File: src/hdl/usc_pkg.sv
// Types, constants and the control program of the seconds-to-calendar converter.
`timescale 1ns / 1ps

package usc_pkg;

  typedef logic [3:0] upc_t;

  typedef enum logic [3:0] {
    OP_WAIT,
    OP_DIV,
    OP_SEC,
    OP_MIN,
    OP_HOUR,
    OP_WDAY,
    OP_YEAR,
    OP_MONTH,
    OP_DONE
  } op_e;

  typedef enum logic [2:0] {
    C_NEXT,
    C_ALWAYS,
    C_WAIT,
    C_YEAR,
    C_MONTH
  } cond_e;

  typedef struct packed {
    op_e         op;
    cond_e       cond;
    upc_t        target;
    logic [5:0]  divisor;
    logic [31:0] recip;
    logic [5:0]  shift;
  } ctrl_t;

  localparam upc_t PC_IDLE  = 4'd0;
  localparam upc_t PC_YEAR  = 4'd9;
  localparam upc_t PC_MONTH = 4'd10;
  localparam upc_t PC_DONE  = 4'd11;

  localparam logic [5:0] SEC_PER_MIN  = 6'd60;
  localparam logic [5:0] MIN_PER_HOUR = 6'd60;
  localparam logic [5:0] HOUR_PER_DAY = 6'd24;
  localparam logic [5:0] DAY_PER_WEEK = 6'd7;

  // Each constant division multiplies by a rounded-up reciprocal and shifts; the
  // rounding error stays below one unit over the whole range of its operand.
  localparam logic [31:0] RECIP_60 = 32'h8888_8889;
  localparam logic [5:0]  SHIFT_60 = 6'd37;
  localparam logic [31:0] RECIP_24 = 32'd699051;
  localparam logic [5:0]  SHIFT_24 = 6'd24;
  localparam logic [31:0] RECIP_7  = 32'd74899;
  localparam logic [5:0]  SHIFT_7  = 6'd19;

  localparam logic [31:0] EPOCH_WEEKDAY = 32'd4;
  localparam logic [7:0]  EPOCH_YEAR_OFFSET = 8'd70;
  localparam logic [8:0]  DAYS_LEAP_YEAR = 9'd366;
  localparam logic [8:0]  DAYS_COMMON_YEAR = 9'd365;
  localparam logic [3:0]  LAST_MONTH = 4'd11;

  // A year is given as its offset from 1900, which is divisible by 4 and by 25 and is 12 mod 16.
  function automatic logic leap_year(logic [7:0] yoff);
    logic by25;
    by25 = 1'b0;
    for (int k = 0; k <= 10; k++) begin
      if (yoff == 8'(25 * k)) begin
        by25 = 1'b1;
      end
    end
    return (yoff[1:0] == 2'd0) && (!by25 || (yoff[3:0] == 4'd4));
  endfunction

  function automatic logic [4:0] month_len(logic [3:0] m, logic leap);
    logic [4:0] len;
    case (m)
      4'd1:                     len = leap ? 5'd29 : 5'd28;
      4'd3, 4'd5, 4'd8, 4'd10:  len = 5'd30;
      4'd0, 4'd2, 4'd4, 4'd6,
      4'd7, 4'd9, 4'd11:        len = 5'd31;
      default:                  len = 5'd0;
    endcase
    return len;
  endfunction

  function automatic ctrl_t ucode(upc_t pc);
    ctrl_t w;
    w = '{op: OP_DONE, cond: C_ALWAYS, target: PC_IDLE, divisor: 6'd0,
          recip: 32'd0, shift: 6'd0};
    unique case (pc)
      4'd0:  w = '{op: OP_WAIT, cond: C_WAIT, target: PC_IDLE, divisor: 6'd0,
                   recip: 32'd0, shift: 6'd0};
      4'd1:  w = '{op: OP_DIV, cond: C_NEXT, target: PC_IDLE, divisor: SEC_PER_MIN,
                   recip: RECIP_60, shift: SHIFT_60};
      4'd2:  w = '{op: OP_SEC, cond: C_NEXT, target: PC_IDLE, divisor: SEC_PER_MIN,
                   recip: 32'd0, shift: 6'd0};
      4'd3:  w = '{op: OP_DIV, cond: C_NEXT, target: PC_IDLE, divisor: MIN_PER_HOUR,
                   recip: RECIP_60, shift: SHIFT_60};
      4'd4:  w = '{op: OP_MIN, cond: C_NEXT, target: PC_IDLE, divisor: MIN_PER_HOUR,
                   recip: 32'd0, shift: 6'd0};
      4'd5:  w = '{op: OP_DIV, cond: C_NEXT, target: PC_IDLE, divisor: HOUR_PER_DAY,
                   recip: RECIP_24, shift: SHIFT_24};
      4'd6:  w = '{op: OP_HOUR, cond: C_NEXT, target: PC_IDLE, divisor: HOUR_PER_DAY,
                   recip: 32'd0, shift: 6'd0};
      4'd7:  w = '{op: OP_DIV, cond: C_NEXT, target: PC_IDLE, divisor: DAY_PER_WEEK,
                   recip: RECIP_7, shift: SHIFT_7};
      4'd8:  w = '{op: OP_WDAY, cond: C_NEXT, target: PC_IDLE, divisor: DAY_PER_WEEK,
                   recip: 32'd0, shift: 6'd0};
      4'd9:  w = '{op: OP_YEAR, cond: C_YEAR, target: PC_YEAR, divisor: 6'd0,
                   recip: 32'd0, shift: 6'd0};
      4'd10: w = '{op: OP_MONTH, cond: C_MONTH, target: PC_MONTH, divisor: 6'd0,
                   recip: 32'd0, shift: 6'd0};
      4'd11: w = '{op: OP_DONE, cond: C_ALWAYS, target: PC_IDLE, divisor: 6'd0,
                   recip: 32'd0, shift: 6'd0};
      default: w = '{op: OP_DONE, cond: C_ALWAYS, target: PC_IDLE, divisor: 6'd0,
                     recip: 32'd0, shift: 6'd0};
    endcase
    return w;
  endfunction

endpackage

File: src/hdl/unix_seconds_to_calendar.sv
// Top level: converts Unix seconds to broken-down Gregorian calendar time.
`timescale 1ns / 1ps

// An item is taken when start is high and busy is low, and busy then stays high
// until the item is converted. The result appears on the output ports for one
// cycle with done_o high, in the first cycle with busy low, and the next item
// can be taken at the end of that cycle. The work is done by four constant
// divisions, each a reciprocal multiplication followed by a remainder step in
// the next cycle, and by the year and month loops, which take one year or one
// month off per cycle. The receiver cannot stall the block, so every result
// must be captured on its done_o cycle.
module unix_seconds_to_calendar (
  input  logic        clk_i,
  input  logic        rst_ni,
  input  logic        start,
  output logic        busy,
  input  logic [31:0] unix_seconds_i,
  output logic        done_o,
  output logic [5:0]  second_of_minute_o,
  output logic [5:0]  minute_of_hour_o,
  output logic [4:0]  hour_of_day_o,
  output logic [2:0]  weekday_o,
  output logic [8:0]  day_of_year_o,
  output logic [7:0]  years_since_1900_o,
  output logic [3:0]  month_index_o,
  output logic [4:0]  day_of_month_o
);

  usc_pkg::upc_t  pc_q, pc_d;
  logic           done_q, done_d;
  usc_pkg::ctrl_t w;

  logic [31:0] num_q, num_d;
  logic [31:0] quo_q, quo_d;
  logic [5:0]  sec_q, sec_d;
  logic [5:0]  min_q, min_d;
  logic [4:0]  hour_q, hour_d;
  logic [2:0]  wday_q, wday_d;
  logic [15:0] days_q, days_d;
  logic [8:0]  doy_q, doy_d;
  logic [7:0]  yoff_q, yoff_d;
  logic [3:0]  month_q, month_d;
  logic [4:0]  dom_q, dom_d;

  logic [63:0] prod;
  logic [11:0] low_mul;
  logic [5:0]  rem;
  logic        leap;
  logic [8:0]  yr_len;
  logic [4:0]  mo_len;
  logic        year_more;
  logic        month_more;
  logic        jump;

  always_comb begin
    w          = usc_pkg::ucode(pc_q);
    prod       = {32'd0, num_q} * {32'd0, w.recip};
    low_mul    = {6'd0, quo_q[5:0]} * {6'd0, w.divisor};
    rem        = num_q[5:0] - low_mul[5:0];
    leap       = usc_pkg::leap_year(yoff_q);
    yr_len     = leap ? usc_pkg::DAYS_LEAP_YEAR : usc_pkg::DAYS_COMMON_YEAR;
    mo_len     = usc_pkg::month_len(month_q, leap);
    year_more  = days_q >= 16'(yr_len);
    month_more = (month_q < usc_pkg::LAST_MONTH) && (days_q >= 16'(mo_len));

    done_d  = 1'b0;
    num_d   = num_q;
    quo_d   = quo_q;
    sec_d   = sec_q;
    min_d   = min_q;
    hour_d  = hour_q;
    wday_d  = wday_q;
    days_d  = days_q;
    doy_d   = doy_q;
    yoff_d  = yoff_q;
    month_d = month_q;
    dom_d   = dom_q;

    unique case (w.op)
      usc_pkg::OP_WAIT: begin
        if (start) begin
          num_d = unix_seconds_i;
        end
      end
      usc_pkg::OP_DIV: begin
        quo_d = 32'(prod >> w.shift);
      end
      usc_pkg::OP_SEC: begin
        sec_d = rem;
        num_d = quo_q;
      end
      usc_pkg::OP_MIN: begin
        min_d = rem;
        num_d = quo_q;
      end
      usc_pkg::OP_HOUR: begin
        hour_d = rem[4:0];
        days_d = quo_q[15:0];
        num_d  = quo_q + usc_pkg::EPOCH_WEEKDAY;
        yoff_d = usc_pkg::EPOCH_YEAR_OFFSET;
      end
      usc_pkg::OP_WDAY: begin
        wday_d  = rem[2:0];
        month_d = 4'd0;
      end
      usc_pkg::OP_YEAR: begin
        if (year_more) begin
          days_d = days_q - 16'(yr_len);
          yoff_d = yoff_q + 8'd1;
        end else begin
          doy_d = days_q[8:0];
        end
      end
      usc_pkg::OP_MONTH: begin
        if (month_more) begin
          days_d  = days_q - 16'(mo_len);
          month_d = month_q + 4'd1;
        end
      end
      usc_pkg::OP_DONE: begin
        done_d = 1'b1;
        dom_d  = days_q[4:0] + 5'd1;
      end
      default: begin
        done_d = 1'b0;
      end
    endcase

    unique case (w.cond)
      usc_pkg::C_NEXT:   jump = 1'b0;
      usc_pkg::C_ALWAYS: jump = 1'b1;
      usc_pkg::C_WAIT:   jump = !start;
      usc_pkg::C_YEAR:   jump = year_more;
      usc_pkg::C_MONTH:  jump = month_more;
      default:           jump = 1'b1;
    endcase

    pc_d = jump ? w.target : usc_pkg::upc_t'(pc_q + 4'd1);
  end

  always_ff @(posedge clk_i or negedge rst_ni) begin
    if (!rst_ni) begin
      pc_q   <= usc_pkg::PC_IDLE;
      done_q <= 1'b0;
    end else begin
      pc_q   <= pc_d;
      done_q <= done_d;
    end
  end

  always_ff @(posedge clk_i) begin
    num_q   <= num_d;
    quo_q   <= quo_d;
    sec_q   <= sec_d;
    min_q   <= min_d;
    hour_q  <= hour_d;
    wday_q  <= wday_d;
    days_q  <= days_d;
    doy_q   <= doy_d;
    yoff_q  <= yoff_d;
    month_q <= month_d;
    dom_q   <= dom_d;
  end

  assign busy               = pc_q != usc_pkg::PC_IDLE;
  assign done_o             = done_q;
  assign second_of_minute_o = sec_q;
  assign minute_of_hour_o   = min_q;
  assign hour_of_day_o      = hour_q;
  assign weekday_o          = wday_q;
  assign day_of_year_o      = doy_q;
  assign years_since_1900_o = yoff_q;
  assign month_index_o      = month_q;
  assign day_of_month_o     = dom_q;

  a_done_idle : assert property (@(posedge clk_i) disable iff (!rst_ni)
    done_o |-> !busy) else $error("result shown while busy");

  a_accept_busy : assert property (@(posedge clk_i) disable iff (!rst_ni)
    (start && !busy) |=> busy) else $error("accepted item did not start work");

  a_done_single : assert property (@(posedge clk_i) disable iff (!rst_ni)
    done_o |=> !done_o) else $error("result strobe longer than one cycle");

  a_pc_range : assert property (@(posedge clk_i) disable iff (!rst_ni)
    pc_q <= usc_pkg::PC_DONE) else $error("step counter out of program");

  a_done_range : assert property (@(posedge clk_i) disable iff (!rst_ni)
    done_o |-> (second_of_minute_o < 6'd60) && (minute_of_hour_o < 6'd60) &&
               (hour_of_day_o < 5'd24) && (weekday_o < 3'd7) &&
               (month_index_o < 4'd12) && (day_of_month_o != 5'd0))
    else $error("result field out of range");

endmodule

File: config.mk
export PLATFORM = sky130hd
export DESIGN_NAME = unix_seconds_to_calendar
export DESIGN_NICKNAME = d
export VERILOG_FILES = /design/src/hdl/usc_pkg.sv /design/src/hdl/unix_seconds_to_calendar.sv
export SDC_FILE = /design/constraint.sdc
export NUM_CORES = 2
export LEC_CHECK = 0
export ABC_CLOCK_PERIOD_IN_PS = 10400
export BUFFER_PORTS_ARGS = -buffer_cell sky130_fd_sc_hd__buf_2
export CORE_MARGIN = 1
export CORE_UTILIZATION = 24
export DETAILED_ROUTE_END_ITERATION = 8
export GPL_TIMING_DRIVEN = 0
export HOLD_SLACK_MARGIN = 0.08
export SYNTH_ARGS = -nofsm -noshare
export SYNTH_HDL_FRONTEND = slang
export SYNTH_SLANG_ARGS = --single-unit
File: constraint.sdc
create_clock -name clk_i -period 10.4 [get_ports clk_i]
set_clock_uncertainty 0.1 [all_clocks]
set_input_delay 1.04 -clock clk_i [delete_from_list [all_inputs] [get_ports clk_i]]
set_output_delay 1.04 -clock clk_i [all_outputs]
set_load 0.1 [all_outputs]
# Word level (Yosys, flattened, before mapping)
# Memory sizes are Yosys's and may differ from the RTL's.
# Cells that the tools add are included.
[totals]
reg_bits = 131
rom_bits = 624
inputBits = 35
out_inout_bits = 48
elab_cells = 114
mem_count = 1
[mem_list]
columns = ["name", "depth", "width", "rd", "rd_clocked_by_memory_dff", "wr", "line_no", "rtl"]
rows = [
  ["(name not given)", 16, 39, 1, 0, 0, "usc_pkg.sv:90", "unique case (pc)"],
]
[classes]
addsub = 8
multipliers = 2
magnitude_cmp = 3
n_eq_ne = 36
n_shift = 1
muxes = 26
n_bitwise = 1
n_reduce_logical = 23
[op_table]
columns = ["operator", "count"]
rows = [
  ["$pmux 32 s3", 1],
  ["$mul 32x32->64", 1],
  ["$shr 64x6->32", 1],
  ["$pmux 16 s3", 1],
  ["$eq 8x8->1 const B", 5],
  ["$eq 4x3->1 const B", 9],
  ["$add 32x3->32 const B", 1],
  ["$mux 16", 2],
  ["$mux 32", 1],
  ["$eq 8x7->1 const B", 3],
  ["$eq 4x4->1 const B", 5],
  ["$eq 4x2->1 const B", 4],
  ["$ge 16x5->1", 1],
  ["$ge 16x9->1", 1],
  ["$pmux 8 s2", 1],
  ["$sub 16x5->16", 1],
  ["$sub 16x9->16", 1],
  ["$pmux 5 s3", 1],
  ["$mux 1", 13],
  ["$add 4x1->4 const B", 2],
  ["$add 8x1->8 const B", 1],
  ["$eq 4x1->1 const B", 2],
  ["$eq 8x5->1 const B", 1],
  ["$eq 8x6->1 const B", 1],
  ["28 further kinds", 40],
]

# Longest topological paths before layout
[logic_depth]
word_depth = 21
ltp_mapped = 35

# Worst setup path before layout
# No wires, ideal clock.
[synth_path]
path_kind = "reg2reg"
startpoint = "register pc_q[0]"
endpoint = "register quo_q[22], data pin"
setup_ps = 266
arrival_time_ps = 8549
required_ps = 10034
slack_ps = 1485
path_stages_with_launch = 31
n_path_buf = 5
path_cell_list = "dfrtp_1 ha_1 ha_1 nor2b_1 clkbuf_1 buf_1 clkbuf_1 clkbuf_1 and2_1 ha_1 fa_1 inv_1 fa_1 fa_1 fa_1 fa_1 fa_1 fa_1 inv_1 ha_1 buf_2 nand4_1 or3_1 a211o_1 a31oi_1 nor3b_1 a31oi_1 mux2i_1 a31oi_1 o22ai_1 or3b_1"
[synth_between]
elab_chain_len = 3
[synth_rtl]
columns = ["item", "line_no", "rtl"]
rows = [
  ["start: declaration", "unix_seconds_to_calendar.sv:29", "usc_pkg::upc_t pc_q, pc_d;"],
  ["start signal: assignment", "unix_seconds_to_calendar.sv:143", "pc_q <= usc_pkg::PC_IDLE;"],
  ["start signal: assignment", "unix_seconds_to_calendar.sv:146", "pc_q <= pc_d;"],
  ["$mem_v2 16x39 *", "-", ""],
  ["$mul 32x32->64", "unix_seconds_to_calendar.sv:57", "prod = {32'd0, num_q} * {32'd0, w.recip};"],
  ["$shr 64x6->32 *", "unix_seconds_to_calendar.sv:86", "quo_d = 32'(prod >> w.shift);"],
  ["end signal: assignment", "unix_seconds_to_calendar.sv:153", "quo_q <= quo_d;"],
  ["end: declaration", "unix_seconds_to_calendar.sv:34", "logic [31:0] quo_q, quo_d;"],
]
# Every way passes the cells marked *; elsewhere a longest branch is shown, timed or not.
# A chain may end at the register's enable or synchronous reset.

# Worst setup path in the final report
[layout_path]
startpoint = "register pc_q[3]"
endpoint = "register quo_q[23], data pin"
# Same word-level chain as after synthesis.

==> impl_metrics.toml <==
[status]
status = "finished, final reports clean"

[drt]
totalWireLength_mm = 119.3
viasPerCell = 4.962
avgRoutedWirePerCell_um = 22.30
first_iter_violations = 2528
ant_nets = 0
via_count = 26550
drtPass1Iterations = 6
route.detailed.drc = 0

[grt]
grt_pass1_vias = 27090
grt_pass1_wl_mm = 177.0
grt_usage = 0.1808
grt_max_degree = 22
antenna_found_initial = 8
grt_overflow = 0

[sta]
relSlewSlack = 0.1275
worst_slew_pin_slew_ns = 1.295
max_freq_ghz = 0.09769
rsz0062_at_grt = "false"
setup-tns-final_ns = 0
post-route-min-period_ns = 10.24
drv_slew = 0
hold_violations = 0
finalCritPeriodShare = 0.9842
holdWs_ns = 0.3306
setup_viol = 0

[power]
ir_drop_mv = 0.1067
power_density_nw_per_um2 = 34.46
leakage_uw = 0.01537

[floorplan]
die_x_um = 362.1
rows = 131
io_pins = 83
dieArea_um2 = 131100
initial_utilization = 0.2428
coreArea_um2 = 128200
die_y_um = 362.1

[worst_setup_path]
crit_family = "adder cells"
required_ns = 10.48
cp-end-kind = "flop"
crit_path_max_fanout = 10
critical_path_class = "reg2reg"
start_kind = "flop"
arrival_ns = 10.31
crit_top_cell = "fa_1"
slowest_stage = "fa_1"
cpPeakStageDelay_ns = 0.61
crit_buf_inv = 7

[finish]
syn2layout_area_growth_pct = 12.02
fillerInstances = 13940
seq_area_um2 = 3910
multiInputGateArea_um2 = 24480
drive_gt1_frac = 0.09302
final_nets = 4491

[logic_synthesis]
syn_inst = 3478
synth_warnings = 0
syn_area_um2 = 31130
synth-seq-cells = 131
seq_area_frac_synth = 0.1256
synth-async-reset-ratio = 0.03817
synthDistinctLibCells = 99
ys.flop_type = "edfxtp_1"
synth_area_per_cell_um2 = 8.949
syn-num-nets = 4370
synth_edf_count = 126

[place]
gp_congestion = 0.9832
port_buffers = 82
post-dp-hpwl_mm = 103.2

[clocking]
clkLatencyLatePin_ns = 0.43
cts_tree = "yes"
cts_buffers = 17
cts_buffer_depth = 2
clk_pin_slew_ns = 0.06
cts.sinks = 131
postCtsHoldBufs = 0
htreeDepth = 4
clock-root-buffer = "clkbuf_16"

[worst_hold_path]
hp-class = "in2async"

[run]
drv_cap = 0
## report_power, final
part           total (uW)  internal [uW]  switching (uW)
Clock                 612            360             252
Sequential            571            571               0
Combinational        17.9           9.14            8.70
Total                1200            941             261
## sequential cells by signal, indices dropped and copies added (netlist names)
register / count
second_of_minute_o: 6
num_q: 32
hour_of_day_o: 5
day_of_year_o: 9
minute_of_hour_o: 6
done_o: 1
day_of_month_o: 5
quo_q: 32
pc_q: 4
days_q: 16
weekday_o: 3
years_since_1900_o: 8
month_index_o: 4
## kinds of logic after synthesis
group / Yosys count / synth area share
buffers and inverters: 789 / 0.09684
AO/OA/AOI/OAI: 610 / 0.1326
multiplexers: 72 / 0.02428
AND/OR/NAND/NOR: 899 / 0.1392
XOR/XNOR: 120 / 0.03377
adder cells (fa/ha/maj): 857 / 0.4477
flip-flops: 131 / 0.1256
## cells in the final DEF (no fill, tap or decap), types with 26 or more instances in the layout
cell      Yosys  layout
a211oi_1     29      26
a21o_1       33      33
a21oi_1     133     130
and2_1       65      65
and3_1       42      42
buf_2        21     110
clkbuf_1     93      70
edfxtp_1    126     126
fa_1        428     428
ha_1        429     429
inv_1       644     644
mux2i_1      46      41
nand2_1     279     278
nand3_1      74      73
nand4_1      47      47
nor2_1      222     215
nor3_1       47      43
o21ai_0     148     141
xnor2_1      73      69
xor2_1       47      46
## area by class of cell
cell class              instances  share of cell area
multi-input cells            2558              0.7021
flip-flops and latches        131              0.1121
inverters                     647             0.06979
well taps                    1729             0.06204
plain buffers                 140             0.01873
repair buffers                104             0.01740
clock buffers                  17             0.01220
clock inverters                15            0.004952
diodes                          9           0.0006459
## final timing paths
check | startpoint | end | slack, ns | cells past startpoint
max | pc_q[3] | quo_q[23] | 0.16 | 31
min | rst_ni | pc_q[1] | 0.33 | 1
max reg2reg | pc_q[3] | quo_q[23] | 0.16 | 31
min reg2reg | days_q[6] | day_of_year_o[6] | 0.38 | 0
max in group asynchronous | rst_ni | pc_q[0] | 9.71 | 1
min in group clk_i | days_q[6] | day_of_year_o[6] | 0.38 | 0
## metal layers
layer | wire [um] | up-vias | track usage
met4 | 6039 | 0 | 0.07419
met1 | 50070 | 13290 | 0.2384
met5 | 0 | - | 0
li1 | - | 11890 | -
met3 | 8124 | 233 | 0.02232
met2 | 55090 | 1136 | 0.2977
## synthesized netlist by cell type, types with 12 or more instances
cell	number	share of area
nand4_1	47	0.0094
nand2b_1	12	0.0024
o21ai_1	23	0.0037
mux2i_1	46	0.015
a21o_1	33	0.0080
nor3b_1	20	0.0048
ha_1	429	0.17
buf_2	21	0.0034
a21oi_1	133	0.021
xor2_1	47	0.013
nand3_1	74	0.012
o21a_1	17	0.0041
nor2b_1	19	0.0038
o211ai_1	23	0.0055
inv_1	644	0.078
fa_1	428	0.28
a221o_1	20	0.0064
buf_1	24	0.0029
nand2_1	279	0.034
xnor2_1	73	0.021
or2_2	21	0.0042
mux2_2	24	0.0087
a221oi_1	12	0.0034
and3_1	42	0.0084
nor2_1	222	0.027
and2_1	65	0.013
edfxtp_1	126	0.12
o21ai_0	148	0.024
o22ai_1	19	0.0038
a211oi_1	29	0.0070
a31oi_1	17	0.0034
clkbuf_1	93	0.011
nor3_1	47	0.0076
## metrics by stage
stage	power (uW)	setup WS (ns)	std cells	utilization	instance area (um2)
floorplan	588.5	1.485	3478	-	31130
global placement	600.3	-2.058	5289	0.2629	33700
detailed placement	600.5	-2.090	5294	0.2637	33800
CTS	1211	0.004809	5333	0.2701	34620
global route	1235	0.004763	5349	0.2720	34870
finish	1202	0.1639	5350	0.2720	34870
## timing repair
action	4_1_cts	5_1_grt
pin swaps	3	6
setup buffers	8	9
endpoints found under the setup margin	32	32
gates resized for setup	61	62
Note: power is estimated with default switching activity, not from simulation.
